**config.mk**
```make
export PLATFORM = sky130hd
export DESIGN_NAME = motion_lux_light_controller_unit_flat
export DESIGN_NICKNAME = d
export VERILOG_FILES = /design/src/design/mlc_pkg.sv /design/src/design/mlc_if.sv /design/src/design/mlc_step.sv /design/src/design/motion_lux_light_controller_unit.sv /design/src/flat_wrapper.sv
export SDC_FILE = /design/constraint.sdc
export NUM_CORES = 1
export LEC_CHECK = 0
export ABC_CLOCK_PERIOD_IN_PS = 8600
export BUFFER_PORTS_ARGS = -buffer_cell sky130_fd_sc_hd__buf_2
export CAP_MARGIN = 20
export CELL_PAD_IN_SITES_DETAIL_PLACEMENT = 1
export CELL_PAD_IN_SITES_GLOBAL_PLACEMENT = 1
export CORE_MARGIN = 5
export CORE_UTILIZATION = 40
export DETAILED_ROUTE_END_ITERATION = 12
export GPL_TIMING_DRIVEN = 0
export PLACE_DENSITY_LB_ADDON = 0.1
export SETUP_SLACK_MARGIN = 0.1
export SLEW_MARGIN = 25
export SYNTH_ARGS = -nofsm -noshare
export SYNTH_HDL_FRONTEND = slang
export SYNTH_SLANG_ARGS = --single-unit
export TNS_END_PERCENT = 50
```
**constraint.sdc**
```tcl
create_clock -name clk -period 8.6 [get_ports clk]
set_input_delay 0.86 -clock clk [delete_from_list [all_inputs] [get_ports clk]]
set_output_delay 0.86 -clock clk [all_outputs]
set_load 0.1 [all_outputs]
```
**src/design/mlc_pkg.sv**
```systemverilog
// Package: shared types, codes and constants of the motion/lux light controller.
`default_nettype none

package mlc_pkg;

	localparam int LUX_W   = 16;
	localparam int CFG_W   = 8;
	localparam int HOLD_W  = 11;
	localparam int SETTLE_W = 3;
	localparam int DIM_W   = 6;
	localparam int PROD_W  = 38;

	// floor(x * 14 / 10) = floor(x * 7 * ceil(2^21 / 5) / 2^21) for x < 2^16
	localparam int RECIP_SHIFT = 21;
	localparam logic [21:0] SETTLE_RECIP = 22'(7 * ((2 ** RECIP_SHIFT + 4) / 5));

	localparam logic [LUX_W-1:0]    LUX_MAX      = '1;
	localparam logic [SETTLE_W-1:0] SETTLE_SECS  = 3'd5;
	localparam logic [CFG_W-1:0]    THR_RESET    = 8'd10;
	localparam logic [CFG_W-1:0]    HOLD_RESET   = 8'd12;

	// configuration register indexes
	localparam logic CFG_LUX_THRESHOLD = 1'b0;
	localparam logic CFG_HOLD_SETTING  = 1'b1;

	typedef enum logic [1:0] {
		CMD_TICK   = 2'd0,
		CMD_MOTION = 2'd1,
		CMD_LUX    = 2'd2,
		CMD_MODE   = 2'd3
	} cmd_t;

	typedef enum logic [1:0] {
		MODE_OFF    = 2'd0,
		MODE_ON     = 2'd1,
		MODE_SENSOR = 2'd2,
		MODE_REST   = 2'd3
	} mode_t;

	typedef enum logic [1:0] {
		LIGHT_OFF  = 2'd0,
		LIGHT_DIM  = 2'd1,
		LIGHT_FULL = 2'd2
	} light_t;

	typedef struct packed {
		cmd_t             cmd;
		logic             motion_level;
		logic [LUX_W-1:0] lux_value;
		mode_t            new_mode;
	} item_t;

	typedef struct packed {
		logic [CFG_W-1:0] lux_threshold;
		logic [CFG_W-1:0] hold_setting;
	} cfg_t;

	typedef struct packed {
		light_t              light_state;
		mode_t               mode_reg;
		logic [LUX_W-1:0]    last_lux;
		logic [LUX_W-1:0]    off_level;
		logic [HOLD_W-1:0]   hold_count;
		logic                hold_armed;
		logic [SETTLE_W-1:0] settle_count;
		logic                settle_armed;
	} state_t;

	typedef logic [DIM_W-1:0] dim_tab_t [256];

	// round(sqrt(7.5*h)) = n where (2n-1)^2 <= 30h < (2n+1)^2; built at elaboration
	function automatic dim_tab_t build_dim_tab();
		dim_tab_t tab;
		int x;
		int n;
		for (int h = 0; h < 256; h++) begin
			x = 30 * h;
			n = 0;
			while ((2 * n + 1) * (2 * n + 1) <= x) begin
				n++;
			end
			tab[h] = DIM_W'(n);
		end
		return tab;
	endfunction

	localparam dim_tab_t DIM_TAB = build_dim_tab();

endpackage

`default_nettype wire

```
**src/design/mlc_if.sv**
```systemverilog
// Interfaces: valid/ready channels for event items and result items.
`default_nettype none

interface mlc_req_if;
	logic        valid;
	logic        ready;
	logic [1:0]  cmd;
	logic        motion_level;
	logic [15:0] lux_value;
	logic [1:0]  new_mode;

	modport source (output valid, cmd, motion_level, lux_value, new_mode, input ready);
	modport sink   (input valid, cmd, motion_level, lux_value, new_mode, output ready);
endinterface

interface mlc_rsp_if;
	logic        valid;
	logic        ready;
	logic [1:0]  light_level;
	logic        lamp_lit;
	logic [1:0]  mode_now;
	logic [15:0] lux_off_level;

	modport source (output valid, light_level, lamp_lit, mode_now, lux_off_level, input ready);
	modport sink   (input valid, light_level, lamp_lit, mode_now, lux_off_level, output ready);
endinterface

`default_nettype wire

```
**src/design/mlc_step.sv**
```systemverilog
// Next-state logic: applies one event to the controller state.
`default_nettype none

module mlc_step (
	input  mlc_pkg::state_t cur,
	input  mlc_pkg::cfg_t   cfg,
	input  mlc_pkg::item_t  item,
	output mlc_pkg::state_t nxt
);
	import mlc_pkg::*;

	logic [HOLD_W-1:0] thr5;
	logic [HOLD_W-1:0] thr7;
	logic [HOLD_W-1:0] hold5;
	logic [PROD_W-1:0] prod;
	logic [16:0]       scaled;
	logic [LUX_W-1:0]  scaled_sat;
	logic [LUX_W-1:0]  settle_level;
	light_t            light_dn;

	assign thr5  = {3'b0, cfg.lux_threshold} * 11'd5;
	assign thr7  = {3'b0, cfg.lux_threshold} * 11'd7;
	assign hold5 = {3'b0, cfg.hold_setting} * 11'd5;

	// last_lux * 1.4, floored and saturated
	assign prod       = {22'b0, cur.last_lux} * {16'b0, SETTLE_RECIP};
	assign scaled     = prod[RECIP_SHIFT +: 17];
	assign scaled_sat = scaled[16] ? LUX_MAX : scaled[LUX_W-1:0];
	assign settle_level = ({5'b0, thr7} > scaled_sat) ? {5'b0, thr7} : scaled_sat;

	always_comb begin
		case (cur.light_state)
			LIGHT_FULL: light_dn = LIGHT_DIM;
			default:    light_dn = LIGHT_OFF;
		endcase
	end

	always_comb begin
		nxt = cur;
		case (item.cmd)
			CMD_TICK: begin
				if (cur.settle_armed) begin
					if (cur.settle_count <= 3'd1) begin
						nxt.settle_armed = 1'b0;
						nxt.settle_count = '0;
						nxt.off_level    = settle_level;
					end else begin
						nxt.settle_count = cur.settle_count - 3'd1;
					end
				end
				if (cur.hold_armed) begin
					if (cur.hold_count <= 11'd1) begin
						nxt.light_state = light_dn;
						if (light_dn == LIGHT_DIM) begin
							nxt.hold_armed = 1'b1;
							nxt.hold_count = {5'b0, DIM_TAB[cfg.hold_setting]};
						end else begin
							nxt.hold_armed = 1'b0;
							nxt.hold_count = '0;
						end
					end else begin
						nxt.hold_count = cur.hold_count - 11'd1;
					end
				end
			end
			CMD_MOTION: begin
				if (cur.mode_reg == MODE_SENSOR) begin
					if (item.motion_level) begin
						if (cur.last_lux <= {5'b0, thr5}) begin
							nxt.hold_armed   = 1'b0;
							nxt.hold_count   = '0;
							nxt.off_level    = LUX_MAX;
							nxt.light_state  = LIGHT_FULL;
							nxt.settle_count = SETTLE_SECS;
							nxt.settle_armed = 1'b1;
						end
					end else begin
						nxt.hold_count = hold5;
						nxt.hold_armed = 1'b1;
					end
				end
			end
			CMD_LUX: begin
				nxt.last_lux = item.lux_value;
				if (cur.light_state != LIGHT_OFF && item.lux_value > cur.off_level) begin
					nxt.light_state = LIGHT_OFF;
				end
				if (cur.mode_reg == MODE_REST && item.lux_value > {5'b0, thr7}) begin
					nxt.mode_reg = MODE_SENSOR;
				end
			end
			CMD_MODE: begin
				nxt.mode_reg = item.new_mode;
			end
			default: begin
				nxt = cur;
			end
		endcase
	end

endmodule

`default_nettype wire

```
**src/design/motion_lux_light_controller_unit.sv**
```systemverilog
// Top level: motion- and lux-driven lamp controller with event and result channels.
`default_nettype none

// Each event beat (tick, motion edge, lux sample, mode change) yields exactly one
// result beat describing the light, mode and lux-off level after that event.
// Sustained rate is one beat per cycle while rsp is ready; an accepted event is held
// in the input register, then makes one pass through the next-state logic (a 16x22
// multiply for the lux-off level, a few compares and a 256-entry dim-time table) into
// the state and result registers. The result
// register lets the next event be taken while a result waits on the consumer.
// Configuration writes (index 0 lux threshold, index 1 hold setting) take effect
// at once and belong only in idle periods.

module motion_lux_light_controller_unit (
	input  wire logic     clk,
	input  wire logic     arst_n,
	input  wire logic     cfg_we,
	input  wire logic     cfg_index,
	input  wire logic [7:0] cfg_wdata,
	mlc_req_if.sink       req,
	mlc_rsp_if.source     rsp
);
	import mlc_pkg::*;

	cfg_t   cfg_q;
	state_t st_q;
	state_t st_nxt;
	item_t  item_s1;
	logic   valid_s1;
	logic   advance;

	logic       rsp_valid_q;
	light_t     light_q;
	logic       lit_q;
	mode_t      mode_q;
	logic [LUX_W-1:0] off_q;

	// advance the input stage whenever the result register is free or draining
	assign advance   = valid_s1 && (!rsp_valid_q || rsp.ready);
	assign req.ready = !valid_s1 || advance;

	mlc_step u_step (
		.cur  (st_q),
		.cfg  (cfg_q),
		.item (item_s1),
		.nxt  (st_nxt)
	);

	// configuration registers
	always_ff @(posedge clk or negedge arst_n) begin
		if (!arst_n) begin
			cfg_q.lux_threshold <= THR_RESET;
			cfg_q.hold_setting  <= HOLD_RESET;
		end else if (cfg_we) begin
			case (cfg_index)
				CFG_LUX_THRESHOLD: cfg_q.lux_threshold <= cfg_wdata;
				CFG_HOLD_SETTING:  cfg_q.hold_setting  <= cfg_wdata;
				default:           cfg_q <= cfg_q;
			endcase
		end
	end

	// control: input stage valid, controller state, result valid
	always_ff @(posedge clk or negedge arst_n) begin
		if (!arst_n) begin
			valid_s1    <= 1'b0;
			rsp_valid_q <= 1'b0;
			st_q.light_state  <= LIGHT_OFF;
			st_q.mode_reg     <= MODE_OFF;
			st_q.last_lux     <= '0;
			st_q.off_level    <= LUX_MAX;
			st_q.hold_count   <= '0;
			st_q.hold_armed   <= 1'b0;
			st_q.settle_count <= '0;
			st_q.settle_armed <= 1'b0;
		end else begin
			if (req.ready) begin
				valid_s1 <= req.valid;
			end
			if (advance) begin
				st_q        <= st_nxt;
				rsp_valid_q <= 1'b1;
			end else if (rsp.ready) begin
				rsp_valid_q <= 1'b0;
			end
		end
	end

	// payload: capture the event beat, then the result beat; hold while stalled
	always_ff @(posedge clk) begin
		if (req.valid && req.ready) begin
			item_s1.cmd          <= cmd_t'(req.cmd);
			item_s1.motion_level <= req.motion_level;
			item_s1.lux_value    <= req.lux_value;
			item_s1.new_mode     <= mode_t'(req.new_mode);
		end
		if (advance) begin
			light_q <= st_nxt.light_state;
			lit_q   <= (st_nxt.mode_reg == MODE_ON) || (st_nxt.light_state != LIGHT_OFF);
			mode_q  <= st_nxt.mode_reg;
			off_q   <= st_nxt.off_level;
		end
	end

	assign rsp.valid         = rsp_valid_q;
	assign rsp.light_level   = light_q;
	assign rsp.lamp_lit      = lit_q;
	assign rsp.mode_now      = mode_q;
	assign rsp.lux_off_level = off_q;

endmodule

`default_nettype wire

```
**src/flat_wrapper.sv**
```systemverilog
// flat-port wrapper written by rule: the top's interface ports become plain ports
module motion_lux_light_controller_unit_flat import mlc_pkg::*;
  (clk, arst_n, cfg_we, cfg_index, cfg_wdata, req_valid, req_cmd, req_motion_level, req_lux_value, req_new_mode, req_ready, rsp_valid, rsp_light_level, rsp_lamp_lit, rsp_mode_now, rsp_lux_off_level, rsp_ready);
  mlc_req_if req_i ();
  mlc_rsp_if rsp_i ();
  input  wire logic clk;
  input  wire logic arst_n;
  input  wire logic cfg_we;
  input  wire logic cfg_index;
  input  wire logic [7:0] cfg_wdata;
  input wire logic [$bits(req_i.valid)-1:0] req_valid;
  input wire logic [$bits(req_i.cmd)-1:0] req_cmd;
  input wire logic [$bits(req_i.motion_level)-1:0] req_motion_level;
  input wire logic [$bits(req_i.lux_value)-1:0] req_lux_value;
  input wire logic [$bits(req_i.new_mode)-1:0] req_new_mode;
  output wire logic [$bits(req_i.ready)-1:0] req_ready;
  output wire logic [$bits(rsp_i.valid)-1:0] rsp_valid;
  output wire logic [$bits(rsp_i.light_level)-1:0] rsp_light_level;
  output wire logic [$bits(rsp_i.lamp_lit)-1:0] rsp_lamp_lit;
  output wire logic [$bits(rsp_i.mode_now)-1:0] rsp_mode_now;
  output wire logic [$bits(rsp_i.lux_off_level)-1:0] rsp_lux_off_level;
  input wire logic [$bits(rsp_i.ready)-1:0] rsp_ready;
  assign req_i.valid = req_valid;
  assign req_i.cmd = req_cmd;
  assign req_i.motion_level = req_motion_level;
  assign req_i.lux_value = req_lux_value;
  assign req_i.new_mode = req_new_mode;
  assign req_ready = req_i.ready;
  assign rsp_valid = rsp_i.valid;
  assign rsp_light_level = rsp_i.light_level;
  assign rsp_lamp_lit = rsp_i.lamp_lit;
  assign rsp_mode_now = rsp_i.mode_now;
  assign rsp_lux_off_level = rsp_i.lux_off_level;
  assign rsp_i.ready = rsp_ready;
  motion_lux_light_controller_unit u_core (.clk(clk), .arst_n(arst_n), .cfg_we(cfg_we), .cfg_index(cfg_index), .cfg_wdata(cfg_wdata), .req(req_i), .rsp(rsp_i));
endmodule
```
**Word-level counts from Yosys, hierarchy flattened**

Memories as Yosys holds them, arrays and structs flattened.
Index checks and enable logic that the tools add are counted.

- Memory bits (read-only): 1536
- Memories: 1
- Register bits after elaboration: 112
- Output and inout bits: 23
- Logic and storage cells: 102

- Magnitude comparators: 7
- Mux-type cells: 31
- Multiply operators: 4
- Bitwise logic cells: 2
- Reductions and logical operators: 21
- Eq/ne operators: 14
- Add/subtract/negate cells: 2

Memory list:

| name | depth | bits a word | read ports | clocked after Yosys merged registers in | write ports | line | RTL |
|---|---|---|---|---|---|---|---|
| (no name shown) | 256 | 6 | 1 | 0 | 0 | mlc_step.sv:56 | `nxt.hold_count = {5'b0, DIM_TAB[cfg.hold_setting]};` |

Operator list:

| kind | count |
|---|---|
| 2-to-1 mux 16 bit | 5 |
| 2-to-1 mux 32 bit | 2 |
| case mux 32 bit (2 select lines) | 1 |
| multiplier 16 x 22 -> 38 bit (second input constant) | 1 |
| multiplier 8 x 3 -> 11 bit (second input constant) | 3 |
| 2-to-1 mux 12 bit | 2 |
| > comparator 11 x 16 -> 1 bit | 1 |
| > comparator 16 x 11 -> 1 bit | 1 |
| > comparator 16 bit | 1 |
| <= comparator 16 x 11 -> 1 bit | 1 |
| 2-to-1 mux 2 bit | 7 |
| 2-to-1 mux 6 bit | 2 |
| <= comparator 11 x 1 -> 1 bit (second input constant) | 1 |
| 2-to-1 mux 11 bit | 1 |
| subtractor 11 x 1 -> 11 bit (second input constant) | 1 |
| == test 2 bit (second input constant) | 5 |
| AND reduction 5 bit | 2 |
| >= comparator 9 bit (second input constant) | 1 |
| inverter 8 -> 9 bit | 1 |
| 2-to-1 mux 4 bit | 2 |
| nonzero test 2 bit | 4 |
| 2-to-1 mux 7 bit | 1 |
| == test 2 x 1 -> 1 bit (second input constant) | 3 |
| != test 2 x 1 -> 1 bit (second input constant) | 3 |
| other kinds (16) | 29 |

**Logic depth before layout (Yosys ltp)**

- Depth in word-level cells: 8
- Mapped depth: 34
- Mapped depth without buffers: 30

**By module**

From an unflattened synthesis, not the netlist that was laid out.

- Cell total of the unflattened synthesis: 1431
- Area, all modules: 14213.6 um2

By module, submodules not included:

| module | area each (um2) | cells each | seq. area each (um2) | instances |
|---|---|---|---|---|
| mlc_step | 10087.2 | 1233 | 0.0 | 1 |
| motion_lux_light_controller_unit | 4126.5 | 198 | 3037.9 | 1 |

**Worst setup path after synthesis**

Ideal clock, no wire load.

- Path type: reg-to-reg
- Start: register u_core.st_q[40] (netlist bit)
- End: register u_core.off_q[8] (netlist: u_core.rsp.lux_off_level[8]), data pin
- Slack: 0.869 ns
- Buffers on the path: 3
- Cell stages (with the launch flop): 34
- Arrival time: 7.466 ns
- Path through: dfrtp_1 -> inv_1 -> ha_1 -> inv_1 -> fa_1 -> inv_1 -> fa_1 -> inv_1 -> fa_1 -> inv_1 -> fa_1 -> fa_1 -> inv_1 -> ha_1 -> clkbuf_1 -> nand2_1 -> o221ai_1 -> o31ai_1 -> a21oi_2 -> a41oi_2 -> xnor2_1 -> clkbuf_1 -> nor2_1 -> ha_1 -> a211oi_1 -> nor2_1 -> nor3_1 -> nor2_1 -> a2111oi_0 -> nor2_1 -> and4_4 -> buf_6 -> and4_1 -> or3_1

RTL lines:

| item | line | RTL |
|---|---|---|
| from (decl) | motion_lux_light_controller_unit.sv:26 | `state_t st_q;` |
| from (signal assigned) | motion_lux_light_controller_unit.sv:81 | `st_q <= st_nxt;` |
| to (signal assigned) | motion_lux_light_controller_unit.sv:101 | `off_q <= st_nxt.off_level;` |
| to (decl) | motion_lux_light_controller_unit.sv:36 | `logic [LUX_W-1:0] off_q;` |

==> flow_metrics.py <==
metrics = {
    "placement": {
        "hpwlAfterDp_mm": 34.4,
        "dp_slack_ns": -0.565,
        "place_congestion": 0.895,
        "post_dp_cell_area_mm2": 0.0144,
        "portBuffers": 57,
    },
    "timing": {
        "fmax_mhz": 120,
        "period_share_pct": 96.6,
        "slew_violations": 0,
        "hold_viol": 0,
        "timing.final.ws_setup_ns": 0.296,
        "finalSetupViolCount": 0,
        "rsz0062_at_grt": "false",
        "slew_headroom_pct": 35.9,
        "tightest_slew_ns": 0.937,
        "final.setup_skew_ns": 0.0179,
        "min_period_ns": 8.30,
    },
    "synth": {
        "synth_cell_types": 79,
        "syn_nets": 1801,
        "synth_top_area_share_pct": 22.1,
        "synthesis.area_mm2": 0.0136,
        "synth_edf_count": 42,
        "synthArstFlopShare_pct": 62.5,
        "synth_area_leader_cell": "ha_1",
        "seq_area_frac_synth_pct": 22.4,
        "synth_top_family_by_area": "adder cells",
        "synth_compound_area_share_pct": 16.3,
        "synthFlopType": "dfrtp_1",
        "synthSimpleGateAreaFrac_pct": 10.1,
        "syn_inst": 1424,
        "ys_seq_elements": 112,
        "synthMuxAreaShare_pct": 3.27,
        "synth_fa_ha_area_share_pct": 37.2,
        "yosys-top-cells-area": "ha_1 22%, fa_1 15%, edfxtp_1 9.3%",
        "synthXorXnorAreaFrac_pct": 2.71,
        "syn_avg_cell_area_um2": 9.53,
        "synth_warnings": 0,
    },
    "floorplan": {
        "num_rows": 67,
        "start_util_pct": 40.5,
        "fp.coreArea_mm2": 0.0335,
        "die_w_um": 194,
        "ios": 58,
        "dieArea_mm2": 0.0377,
        "die_y_um": 194,
    },
    "clock_network": {
        "cts_buffers": 9,
        "ctsRootBufferMaster": "clkbuf_16",
        "clock_sinks": 112,
        "cts_tree": "done",
        "clkTransAtPathRegs_ns": 0.08,
        "postCtsHoldBufs": 0,
        "clk_latency_ns": 0.37,
        "htree_num_levels": 3,
        "clk_path_buf_depth": 2,
    },
    "global_routing": {
        "antenna_found_initial": 0,
        "grt_usage_pct": 21.8,
        "grt_max_degree": 45,
        "first_global_vias": 11360,
        "grt_pass1_wl_mm": 65.1,
        "overflow": 0,
    },
    "detailed_routing": {
        "drt-total-wl_mm": 41.7,
        "drt_iter0_markers": 511,
        "vias_per_cell": 5.49,
        "ant_nets": 0,
        "wl_per_cell_um": 21.3,
        "drtPass1Iterations": 5,
        "num_vias": 10771,
        "drc": 0,
    },
    "cells_and_area": {
        "final_layout_size_suffix_gt1_share_pct": 14.0,
        "fin_util_pct": 44.8,
        "fin_area_mm2": 0.0150,
        "insertedDiodeCount": 0,
        "seq_area_mm2": 0.00306,
        "multi_input_comb_area_mm2": 0.00961,
        "nets": 1885,
        "area_growth_pct": 10.8,
        "nFillCells": 3869,
    },
    "setup_path": {
        "path_class": "register to register",
        "worst_setup_path_start_kind": "register",
        "cp-end-kind": "register",
        "worst-path-max-fanout": 10,
        "required_ns": 8.71,
        "cp.arrival_ns": 8.41,
    },
    "outcome": {
        "status": "complete, no violations",
    },
    "run": {
        "drv_cap": 0,
    },
    "hold_path": {
        "hold_class": "register to register",
    },
}
-- timing repair --
item / 4_1_cts / 5_1_grt
setup endpoints to repair: 22 / 22
setup buffers: 4 / 12
resized for setup: 22 / 30
pin swaps: 3 / 7
-- critical path, cell delays in order (launching register included) --
cell and delay (ns):
dfrtp_2 0.49, ha_1 0.37, fa_2 0.63, inv_1 0.09
fa_1 0.58, fa_1 0.45, fa_1 0.58, fa_1 0.53
ha_1 0.40, o21a_1 0.26, o21bai_1 0.17, a2111o_1 0.44
o21ai_1 0.37, a21boi_0 0.21, xnor2_1 0.22, nor2_1 0.36
ha_1 0.32, and3_1 0.16, nand4_1 0.07, o21ai_0 0.08
nor2_1 0.25, and4_4 0.29, buf_6 0.14, nand3_2 0.17
o311a_1 0.40
-- layout by cell type, fill, tap and decap left out, types with 8 or more instances in the layout --
cell and instances:
a211oi_1 10, a21o_1 19, a21oi_1 83, a221oi_2 10, a31oi_1 10, buf_2 57, buf_4 18, clkbuf_1 31
clkbuf_16 9, dfrtp_1 36, dfrtp_2 14, dfstp_2 20, edfxtp_1 42, fa_1 101, ha_1 240, inv_1 242
mux2_2 31, nand2_1 82, nand2b_1 10, nand3_1 17, nand4_1 19, nor2_1 89, nor2b_1 11, nor3_1 13
nor4_1 9, o211ai_1 13, o21a_1 11, o21ai_0 57, o21bai_1 13, o31ai_1 8, xnor2_1 20, xor2_1 14
-- per-layer routing --
metal  track usage [%]  vias to the layer above  wire length [µm]
met1              31.1                     5454             20100
met4              4.71                        0               668
li1                  -                     5131                 -
met3              1.75                       31               942
met2              36.6                      155             20000
met5                 0                        -                 0
-- path summary, 6_finish.rpt --
kind	startpoint	endpoint	slack [ns]	cells past startpoint
setup / recovery	u_core.st_q[38]	u_core.rsp.lux_off_level[3]	0.30	24
hold / removal	u_core.st_q[11]	u_core.st_q[11]	0.50	1
setup reg to reg	u_core.st_q[38]	u_core.rsp.lux_off_level[3]	0.30	24
hold reg to reg	u_core.st_q[11]	u_core.st_q[11]	0.50	1
max in group asynchronous	arst_n	u_core.st_q[46]	7.48	2
min in group asynchronous	arst_n	u_core.st_q[40]	0.53	1
-- cells in the mapped netlist, types with 9 or more instances --
master and n:
xnor2_1 21, o21bai_1 13, nand2_1 82, nor4_1 9, clkbuf_1 34, a221oi_2 10, nor2b_1 11, a31oi_1 10
dfrtp_1 50, inv_1 243, a21o_1 19, mux2_2 31, nor3_1 14, nand3_1 17, fa_1 102, o21a_1 11
xor2_1 16, a21oi_1 87, nand2b_1 10, nand4_1 19, ha_1 240, o31ai_1 9, o21ai_0 60, dfstp_2 20
edfxtp_1 42, o211ai_1 13, nor2_1 92, a211oi_1 13
-- logic make-up after synthesis --
logic type,Yosys count
adder cells (fa/ha/maj),342
AND/OR/NAND/NOR,289
multiplexers,38
XOR/XNOR,39
flip-flops,112
buffers and inverters,283
AO/OA/AOI/OAI,321
-- registers in the layout, summed over array words and instances (netlist names) --
signal and count:
u_core.st_q 52, u_core.item_s1 21, u_core.cfg_q 16, u_core.rsp.lamp_lit 1, u_core.rsp.lux_off_level 16, u_core.rsp.valid 1, u_core.rsp.light_level 2, u_core.rsp.mode_now 2
u_core.valid_s1 1
-- final cells by class --
class / count / share of cell area (%)
clock inverter: 7 / 0.358
timing repair buffer: 74 / 2.85
buffer: 39 / 1.22
inverter: 243 / 6.07
multi-input combinational: 1029 / 63.9
sequential: 112 / 20.3
tap: 448 / 3.73
clock buffer: 9 / 1.50
-- metrics by stage --
step | hold slack, ns | setup TNS, ns | cells
global placement | 0.480 | -14.63 | 1929
global route | 0.515 | 0 | 1961
floorplan | 0.457 | 0 | 1424
CTS | 0.503 | 0 | 1949
finish | 0.500 | 0 | 1961
detailed placement | 0.478 | -9.51 | 1930
Power is not shown: default switching activity piles up to over one toggle a cycle in this logic, so the estimate is an artifact.
